### config.mk
export PLATFORM = sky130hd
export DESIGN_NAME = adaptive_palette_nearest_pen_flat
export DESIGN_NICKNAME = d
export VERILOG_FILES = /design/src/sv/apn_pkg.sv /design/src/sv/apn_ifs.sv /design/src/sv/apn_cell.sv /design/src/sv/adaptive_palette_nearest_pen.sv /design/src/flat_wrapper.sv
export SDC_FILE = /design/constraint.sdc
export NUM_CORES = 2
export LEC_CHECK = 0
export ABC_CLOCK_PERIOD_IN_PS = 10420
export BUFFER_PORTS_ARGS = -buffer_cell sky130_fd_sc_hd__buf_2
export CORE_MARGIN = 2
export CORE_UTILIZATION = 45
export CTS_CLUSTER_DIAMETER = 200
export DETAILED_ROUTE_END_ITERATION = 8
export PLACE_DENSITY_LB_ADDON = 0.05
export SYNTH_ARGS = -nofsm -noshare
export SYNTH_HDL_FRONTEND = slang
export SYNTH_HIERARCHICAL = 1
export SYNTH_SLANG_ARGS = --single-unit
### constraint.sdc
create_clock -name clk -period 10.42 [get_ports clk]
set_clock_uncertainty 0.15 [all_clocks]
set_input_delay 1.563 -clock clk [delete_from_list [all_inputs] [get_ports clk]]
set_output_delay 1.563 -clock clk [all_outputs]
set_load 0.02 [all_outputs]
### src/sv/apn_pkg.sv
`default_nettype none
package apn_pkg;

  localparam int unsigned PALETTE_ENTRIES_DEF = 32;
  localparam int unsigned IDX_W               = 5;
  localparam logic [5:0]  EMPTY_DISTANCE      = 6'd63;
  localparam logic [5:0]  THRESH_RESET        = 6'd4;

  typedef struct packed {
    logic [3:0] r;
    logic [3:0] g;
    logic [3:0] b;
  } color_t;

  // search item walking down the cell row
  typedef struct packed {
    logic       active;
    color_t     color;
    logic [5:0] best;
    logic [5:0] pen;
    logic       found;
  } token_t;

  typedef struct packed {
    logic             en;
    logic [IDX_W-1:0] idx;
    color_t           data;
  } wr_t;

  function automatic logic [3:0] absdiff(input logic [3:0] a, input logic [3:0] b);
    return (a >= b) ? (a - b) : (b - a);
  endfunction

  function automatic logic [5:0] l1dist(input color_t a, input color_t e);
    return {2'b00, absdiff(a.r, e.r)} + {2'b00, absdiff(a.g, e.g)}
         + {2'b00, absdiff(a.b, e.b)};
  endfunction

endpackage
`default_nettype wire

### src/sv/apn_ifs.sv
`default_nettype none
interface apn_pix_if;
  logic       valid;
  logic       ready;
  logic [9:0] pixel_x;
  logic [9:0] pixel_y;
  logic [3:0] red;
  logic [3:0] green;
  logic [3:0] blue;

  modport source (output valid, pixel_x, pixel_y, red, green, blue, input ready);
  modport sink   (input valid, pixel_x, pixel_y, red, green, blue, output ready);
endinterface

interface apn_res_if;
  logic       valid;
  logic       ready;
  logic [9:0] out_x;
  logic [9:0] out_y;
  logic [5:0] pen;
  logic [5:0] distance;
  logic       allocated;
  logic [4:0] new_index;
  logic [3:0] new_red;
  logic [3:0] new_green;
  logic [3:0] new_blue;

  modport source (output valid, out_x, out_y, pen, distance, allocated, new_index,
                  new_red, new_green, new_blue, input ready);
  modport sink   (input valid, out_x, out_y, pen, distance, allocated, new_index,
                  new_red, new_green, new_blue, output ready);
endinterface

interface apn_cfg_if;
  logic       valid;
  logic       ready;
  logic [5:0] match_threshold;

  modport source (output valid, match_threshold, input ready);
  modport sink   (input valid, match_threshold, output ready);
endinterface
`default_nettype wire

### src/sv/apn_cell.sv
`default_nettype none
module apn_cell #(
  parameter int unsigned INDEX = 0,
  parameter int unsigned CNT_W = 6
) (
  input  wire logic             clk,
  input  wire logic             rst_n,
  input  wire apn_pkg::token_t  tok_i,
  input  wire apn_pkg::wr_t     wr_i,
  input  wire logic [CNT_W-1:0] count_i,
  output apn_pkg::token_t       tok_o
);
  import apn_pkg::*;

  color_t     entry_r;
  token_t     tok_r;
  token_t     tok_nxt;
  logic [5:0] d1;
  logic [5:0] d2;
  logic       live;
  color_t     half;

  assign half = '{r: {1'b0, entry_r.r[3:1]}, g: {1'b0, entry_r.g[3:1]},
                  b: {1'b0, entry_r.b[3:1]}};
  assign d1   = l1dist(tok_i.color, entry_r);
  assign d2   = l1dist(tok_i.color, half);
  assign live = CNT_W'(INDEX) < count_i;

  always_comb begin
    tok_nxt = tok_i;
    if (tok_i.active && live) begin
      if (!tok_i.found || d1 < tok_i.best) begin
        tok_nxt.best  = d1;
        tok_nxt.pen   = {1'b0, IDX_W'(INDEX)};
        tok_nxt.found = 1'b1;
      end
      if (d2 < tok_nxt.best) begin
        tok_nxt.best = d2;
        tok_nxt.pen  = {1'b1, IDX_W'(INDEX)};
      end
    end
  end

  always_ff @(posedge clk) begin
    if (!rst_n) begin
      tok_r.active <= 1'b0;
    end else begin
      tok_r <= tok_nxt;
    end
    if (wr_i.en && wr_i.idx == IDX_W'(INDEX)) begin
      entry_r <= wr_i.data;
    end
  end

  assign tok_o = tok_r;
endmodule
`default_nettype wire

### src/sv/adaptive_palette_nearest_pen.sv
// An accepted pixel walks the cell row one palette entry per cycle, is held in
// fin_r and waits in EMIT until the result register is free; a new item enters
// only after the result.
// Reset (rst_n low, synchronous): palette empty, threshold 4, no result pending.
`default_nettype none
module adaptive_palette_nearest_pen #(
  parameter int unsigned PALETTE_ENTRIES = apn_pkg::PALETTE_ENTRIES_DEF
) (
  input  wire logic clk,
  input  wire logic rst_n,
  apn_pix_if.sink   in_ch,
  apn_res_if.source out_ch,
  apn_cfg_if.sink   cfg_ch
);
  import apn_pkg::*;

  localparam int unsigned CNT_W = $clog2(PALETTE_ENTRIES + 1);

  typedef enum logic [1:0] {IDLE, SEARCH, EMIT} state_t;

  state_t           state_r;
  token_t           launch_r;
  token_t           fin_r;
  logic [9:0]       x_r;
  logic [9:0]       y_r;
  logic [CNT_W-1:0] count_r;
  logic [5:0]       thr_r;
  token_t           tok [PALETTE_ENTRIES+1];
  wr_t              wr;

  logic             out_valid_r;
  logic [9:0]       out_x_r;
  logic [9:0]       out_y_r;
  logic [5:0]       pen_r;
  logic [5:0]       dist_r;
  logic             alloc_r;
  logic [4:0]       nidx_r;
  color_t           ncol_r;

  logic [5:0]       best_fin;
  logic             room;
  logic             alloc;
  logic             small_col;
  color_t           store_col;
  logic [IDX_W-1:0] idx_new;
  logic             emit_go;

  assign tok[0] = launch_r;

  for (genvar k = 0; k < PALETTE_ENTRIES; k++) begin : g_cell
    apn_cell #(.INDEX(k), .CNT_W(CNT_W)) u_cell (
      .clk     (clk),
      .rst_n   (rst_n),
      .tok_i   (tok[k]),
      .wr_i    (wr),
      .count_i (count_r),
      .tok_o   (tok[k+1])
    );
  end

  assign best_fin  = fin_r.found ? fin_r.best : EMPTY_DISTANCE;
  assign room      = count_r < CNT_W'(PALETTE_ENTRIES);
  assign alloc     = (best_fin > thr_r) && room;
  assign small_col = !fin_r.color.r[3] && !fin_r.color.g[3] && !fin_r.color.b[3];
  assign store_col = small_col ? '{r: {fin_r.color.r[2:0], 1'b0},
                                   g: {fin_r.color.g[2:0], 1'b0},
                                   b: {fin_r.color.b[2:0], 1'b0}} : fin_r.color;
  assign idx_new   = IDX_W'(count_r);
  assign emit_go   = (state_r == EMIT) && (!out_valid_r || out_ch.ready);

  assign wr.en   = emit_go && alloc;
  assign wr.idx  = idx_new;
  assign wr.data = store_col;

  assign in_ch.ready  = (state_r == IDLE);
  assign cfg_ch.ready = 1'b1;

  always_ff @(posedge clk) begin
    if (!rst_n) begin
      state_r         <= IDLE;
      launch_r.active <= 1'b0;
      count_r         <= '0;
      thr_r           <= THRESH_RESET;
      out_valid_r     <= 1'b0;
    end else begin
      launch_r.active <= 1'b0;
      if (cfg_ch.valid) begin
        thr_r <= cfg_ch.match_threshold;
      end
      if (out_ch.ready) begin
        out_valid_r <= 1'b0;
      end
      unique case (state_r)
        IDLE: begin
          if (in_ch.valid) begin
            launch_r.active <= 1'b1;
            launch_r.color  <= '{r: in_ch.red, g: in_ch.green, b: in_ch.blue};
            launch_r.best   <= '0;
            launch_r.pen    <= '0;
            launch_r.found  <= 1'b0;
            x_r             <= in_ch.pixel_x;
            y_r             <= in_ch.pixel_y;
            state_r         <= SEARCH;
          end
        end
        SEARCH: begin
          if (tok[PALETTE_ENTRIES].active) begin
            fin_r   <= tok[PALETTE_ENTRIES];
            state_r <= EMIT;
          end
        end
        EMIT: begin
          if (emit_go) begin
            out_valid_r <= 1'b1;
            out_x_r     <= x_r;
            out_y_r     <= y_r;
            dist_r      <= best_fin;
            alloc_r     <= alloc;
            if (alloc) begin
              pen_r   <= {small_col, idx_new};
              nidx_r  <= idx_new;
              ncol_r  <= store_col;
              count_r <= count_r + CNT_W'(1);
            end else begin
              pen_r   <= fin_r.pen;
              nidx_r  <= '0;
              ncol_r  <= '0;
            end
            state_r <= IDLE;
          end
        end
        default: state_r <= IDLE;
      endcase
    end
  end

  assign out_ch.valid     = out_valid_r;
  assign out_ch.out_x     = out_x_r;
  assign out_ch.out_y     = out_y_r;
  assign out_ch.pen       = pen_r;
  assign out_ch.distance  = dist_r;
  assign out_ch.allocated = alloc_r;
  assign out_ch.new_index = nidx_r;
  assign out_ch.new_red   = ncol_r.r;
  assign out_ch.new_green = ncol_r.g;
  assign out_ch.new_blue  = ncol_r.b;
endmodule
`default_nettype wire

### src/flat_wrapper.sv
// flat-port wrapper written by rule: the top's interface ports become plain ports
module adaptive_palette_nearest_pen_flat import apn_pkg::*;
#(
  parameter int unsigned PALETTE_ENTRIES = apn_pkg::PALETTE_ENTRIES_DEF
)
  (clk, rst_n, in_ch_valid, in_ch_pixel_x, in_ch_pixel_y, in_ch_red, in_ch_green, in_ch_blue, in_ch_ready, out_ch_valid, out_ch_out_x, out_ch_out_y, out_ch_pen, out_ch_distance, out_ch_allocated, out_ch_new_index, out_ch_new_red, out_ch_new_green, out_ch_new_blue, out_ch_ready, cfg_ch_valid, cfg_ch_match_threshold, cfg_ch_ready);
  apn_pix_if in_ch_i ();
  apn_res_if out_ch_i ();
  apn_cfg_if cfg_ch_i ();
  input  wire logic clk;
  input  wire logic rst_n;
  input wire logic [$bits(in_ch_i.valid)-1:0] in_ch_valid;
  input wire logic [$bits(in_ch_i.pixel_x)-1:0] in_ch_pixel_x;
  input wire logic [$bits(in_ch_i.pixel_y)-1:0] in_ch_pixel_y;
  input wire logic [$bits(in_ch_i.red)-1:0] in_ch_red;
  input wire logic [$bits(in_ch_i.green)-1:0] in_ch_green;
  input wire logic [$bits(in_ch_i.blue)-1:0] in_ch_blue;
  output wire logic [$bits(in_ch_i.ready)-1:0] in_ch_ready;
  output wire logic [$bits(out_ch_i.valid)-1:0] out_ch_valid;
  output wire logic [$bits(out_ch_i.out_x)-1:0] out_ch_out_x;
  output wire logic [$bits(out_ch_i.out_y)-1:0] out_ch_out_y;
  output wire logic [$bits(out_ch_i.pen)-1:0] out_ch_pen;
  output wire logic [$bits(out_ch_i.distance)-1:0] out_ch_distance;
  output wire logic [$bits(out_ch_i.allocated)-1:0] out_ch_allocated;
  output wire logic [$bits(out_ch_i.new_index)-1:0] out_ch_new_index;
  output wire logic [$bits(out_ch_i.new_red)-1:0] out_ch_new_red;
  output wire logic [$bits(out_ch_i.new_green)-1:0] out_ch_new_green;
  output wire logic [$bits(out_ch_i.new_blue)-1:0] out_ch_new_blue;
  input wire logic [$bits(out_ch_i.ready)-1:0] out_ch_ready;
  input wire logic [$bits(cfg_ch_i.valid)-1:0] cfg_ch_valid;
  input wire logic [$bits(cfg_ch_i.match_threshold)-1:0] cfg_ch_match_threshold;
  output wire logic [$bits(cfg_ch_i.ready)-1:0] cfg_ch_ready;
  assign in_ch_i.valid = in_ch_valid;
  assign in_ch_i.pixel_x = in_ch_pixel_x;
  assign in_ch_i.pixel_y = in_ch_pixel_y;
  assign in_ch_i.red = in_ch_red;
  assign in_ch_i.green = in_ch_green;
  assign in_ch_i.blue = in_ch_blue;
  assign in_ch_ready = in_ch_i.ready;
  assign out_ch_valid = out_ch_i.valid;
  assign out_ch_out_x = out_ch_i.out_x;
  assign out_ch_out_y = out_ch_i.out_y;
  assign out_ch_pen = out_ch_i.pen;
  assign out_ch_distance = out_ch_i.distance;
  assign out_ch_allocated = out_ch_i.allocated;
  assign out_ch_new_index = out_ch_i.new_index;
  assign out_ch_new_red = out_ch_i.new_red;
  assign out_ch_new_green = out_ch_i.new_green;
  assign out_ch_new_blue = out_ch_i.new_blue;
  assign out_ch_i.ready = out_ch_ready;
  assign cfg_ch_i.valid = cfg_ch_valid;
  assign cfg_ch_i.match_threshold = cfg_ch_match_threshold;
  assign cfg_ch_ready = cfg_ch_i.ready;
  adaptive_palette_nearest_pen #(.PALETTE_ENTRIES(PALETTE_ENTRIES)) u_core (.clk(clk), .rst_n(rst_n), .in_ch(in_ch_i), .out_ch(out_ch_i), .cfg_ch(cfg_ch_i));
endmodule
==> flow_summary.ini <==
[outcome]
status = complete, no violations

[setup_path]
ff2ff_setup_slack_ps = 3000
cp-end-kind = register
crit_type = reg -> reg
r2r_start = u_core/g_cell[29].u_cell/tok_o[13]
worstPathArrival_ps = 7850
r2r-end = u_core/g_cell[30].u_cell/tok_o[8]
crit_path_top_delay_cell = a311oi_4
crit_fanout = 17
r2r_cells = 25
worst_ep_required_time_ps = 10850
cpPeakStageDelay_ps = 670
critPathLaunchType = register

[clocking]
htree_levels = 4
post-cts-setup-buffers = 0
cts_resized = 0
clock_path_buffers = 4
cts_tree = built
cts_buffers = 175
clk_pin_slew_worst_paths_ps = 60
cts_hold_buf = 0
root_buffer = clkbuf_16
insertion_delay_ps = 850
clock_sinks = 1339

[global_route]
grt_max_degree = 160
antenna_found_initial = 25
grt_pass1_wl_um = 472000
grt.overflow.total = 0
grt_use_total_pct = 23.0
grt_pass1_vias = 79400

[pwr]
finalPower_mw = 22.8
power.internal_mw = 14.1
seq_power_share_pct = 28.1
p_leak_nw = 59.2
pwr-share-comb_pct = 45.0
power.switching_mw = 8.76
cellPowerDensity_nw_per_um2 = 178
clkPwrFrac_pct = 26.9
ir_worst_vdd_mv = 0.225
netSwitchingFraction_pct = 38.4

[synth]
syn_area_um2 = 118000
synth_top_cell_area_share_pct = 32.9
synth_simple_gate_area_share_pct = 6.58
synth_compound_area_share_pct = 13.6
ys_seq_area_share_pct = 33.7
synth-xor-area-share_pct = 3.80
synth-edff-count = 1291
synth_warnings = 6
synth_top_cell_by_area = edfxtp_1
yosys.area_share.adder_pct = 30.7
synth.area.top_cells = edfxtp_1 (33%), ha_1 (19%), fa_1 (12%), inv_1 (4.8%), a21o_1 (4.7%)
synth_cell_types = 122
syn_area_per_cell_um2 = 11.5
ys_async_sr_fraction_pct = 0
netlist_instances = 10300
synthMuxAreaShare_pct = 6.15
ys_ff_latch = 1339
synth_ff_type = edfxtp_1
synth_top_family_by_area = adder cells

[hold_path]
hold_class = reg -> reg
min_from = u_core/g_cell[31].u_cell/tok_o[19]
min_path_cells = 0
worstHoldEndpoint = u_core/fin_r[19]

[timing]
max_freq_mhz = 135
post-route-period-util_pct = 71.2
final_max_slew_viol_count = 0
max_slew_margin_pct = 21.1
tightest_slew_ps = 1180
finalHoldViolations = 0
rsz0062_at_grt = false
setup_viol = 0
tns_ps = 0
min_period_ps = 7420

[floorplanning]
chipHeight_um = 516
fp.coreArea_um2 = 260000
start_util_pct = 45.3
dieArea_um2 = 266000
rows = 187
fp.dieW_um = 516
io_pins = 96

[placement]
routabilityCongestion = 0.872
port_buffers = 94
hpwlAfterDp_um = 234000

[route]
wl_met1_um = 143000
drt_iter0_drc = 5076
routed_wl_um = 307000
drc = 0
top_layer = met4
wl_met3_um = 11100
ant_nets = 0
met2_length_um = 146000
vias = 76500
vias_per_cell = 5.40
post_drt_wl_per_cell_um = 21.7
firstDrtPassIters = 8

[layout]
drive_gt1_share_pct = 8.87
syn2layout_area_growth_pct = 9.00
layout.nets = 13000

[flow_run]
maxCapViolations = 0
-- kinds of logic after synthesis --
family                     count (synthesis)
adders and majority gates               2471
AOI/OAI and AO/OA                       2231
buffers and inverters                   1624
and+or+nand+nor                         1388
DFF                                     1339
muxes                                    699
xor gates and xnor gates                 511
other                                      2
-- power by group through the flow --
| stage | Clock (mW) | Combinational (mW) | Sequential (mW) |
|---|---|---|---|
| floorplan | 0 | 8.56 | 6.38 |
| global placement | 0 | 9.94 | 6.53 |
| detailed placement | 0 | 10.2 | 6.53 |
| CTS | 6.31 | 10.2 | 6.42 |
| global route | 6.50 | 11.5 | 6.44 |
| finish | 6.13 | 10.3 | 6.41 |
-- critical path: cells and delay by family, from the launching register on --
kind / cells / cell delay [ps]
compound gates: 11 / 2620
fa+ha+maj: 7 / 2240
simple gates: 3 / 740
mux: 2 / 700
flops: 1 / 530
buf+inv: 2 / 200
-- per-layer routing --
| metal | GRT usage [%] | vias up |
|---|---|---|
| met2 | 38.5 | 1380 |
| li1 | - | 36800 |
| met1 | 32.0 | 38000 |
| met3 | 2.26 | 349 |
| met5 | 0 | - |
| met4 | 5.33 | 0 |
-- Yosys cell counts, types with 33 or more instances --
master / n
or3_1: 49
mux2_1: 50
a21o_1: 732
or2_2: 42
o21ai_0: 45
nor2b_1: 144
or2_1: 51
ha_1: 1767
nand4_1: 40
a211o_1: 99
xor2_1: 226
xnor2_1: 285
mux2i_1: 504
nand2_1: 313
edfxtp_1: 1291
inv_1: 1496
o21ai_1: 40
fa_1: 704
o22ai_1: 38
nor3b_2: 33
o211ai_1: 58
buf_6: 39
dfxtp_1: 48
a21oi_1: 774
o211ai_2: 33
mux2_2: 142
o21a_1: 37
nor3_1: 64
nand3_1: 177
and2_1: 68
nand2b_1: 52
nor2_1: 159
-- area by class of cell --
class	count	area, um2
fill	23400	132000
multi-input combinational	7321	71900
sequential	1339	39800
inverter	1528	5740
clock buffer	227	4710
tap	3496	4370
clock inverter	85	1030
timing repair buffer	152	941
antenna	15	37.5
-- sequential cells by signal (all words and copies together), names as in the netlist --
register / flops
u_core/out_ch.allocated: 1
u_core/out_ch.new_blue: 4
u_core/y_r: 10
u_core/out_ch.pen: 6
u_core/out_ch.out_y: 10
u_core/out_ch.valid: 1
u_core/out_ch.out_x: 10
u_core/out_ch.distance: 6
u_core/out_ch.new_green: 4
u_core/out_ch.new_red: 4
u_core/g_cell.u_cell/entry_r: 384
u_core/thr_r: 6
u_core/x_r: 10
u_core/g_cell.u_cell/tok_o: 832
u_core/out_ch.new_index: 5
u_core/fin_r: 25
u_core/state_r: 2
u_core/count_r: 6
u_core/launch_r: 13
-- metrics by stage --
stage | worst slack, ps | hold slack, ps | utilization (%) | instance area [um2] | cells
finish | 3000 | 249 | 49.4 | 128000 | 14200
global route | 2490 | 257 | 49.4 | 128000 | 14100
CTS | 3060 | 248 | 49.4 | 128000 | 14100
detailed placement | 3080 | 255 | 47.2 | 123000 | 13800
global placement | 3140 | 250 | 47.2 | 123000 | 13800
floorplan | 3810 | 250 | - | 118000 | 10300
-- layout by cell type (no fill, tap or decap), types with 32 or more instances in the layout --
master | synthesis | routed
a211o_1 | 99 | 99
a21o_1 | 732 | 729
a21oi_1 | 774 | 774
and2_1 | 68 | 68
buf_2 | 19 | 93
buf_4 | 4 | 56
clkbuf_1 | 24 | 40
clkbuf_16 | 0 | 176
dfxtp_1 | 48 | 42
edfxtp_1 | 1291 | 1291
fa_1 | 704 | 704
ha_1 | 1767 | 1767
inv_1 | 1496 | 1496
inv_2 | 32 | 32
mux2_1 | 50 | 50
mux2_2 | 142 | 136
mux2i_1 | 504 | 504
nand2_1 | 313 | 313
nand2b_1 | 52 | 52
nand3_1 | 177 | 177
nand4_1 | 40 | 40
nor2_1 | 159 | 156
nor2b_1 | 144 | 141
nor3_1 | 64 | 60
nor3b_2 | 33 | 45
o211ai_1 | 58 | 58
o211ai_2 | 33 | 33
o21a_1 | 37 | 37
o21ai_0 | 45 | 45
o21ai_1 | 40 | 40
o22ai_1 | 38 | 38
or2_1 | 51 | 51
or2_2 | 42 | 42
or3_1 | 49 | 49
xnor2_1 | 285 | 285
xor2_1 | 226 | 226
-- how the worst max path moves through the flow --
stage	from	to	slack, ps
after detailed placement	u_core/g_cell[6].u_cell/tok_o[14]	u_core/g_cell[7].u_cell/tok_o[7]	3080
final	u_core/g_cell[29].u_cell/tok_o[13]	u_core/g_cell[30].u_cell/tok_o[8]	3000
after floorplan	u_core/g_cell[25].u_cell/tok_o[13]	u_core/g_cell[26].u_cell/tok_o[9]	3810
after CTS	u_core/g_cell[8].u_cell/tok_o[13]	u_core/g_cell[9].u_cell/tok_o[7]	3060
after global placement	u_core/g_cell[6].u_cell/tok_o[14]	u_core/g_cell[7].u_cell/tok_o[7]	3140
after global routing	u_core/g_cell[7].u_cell/tok_o[13]	u_core/g_cell[8].u_cell/tok_o[9]	2490
No activity file was read; power rests on OpenSTA's default activity.
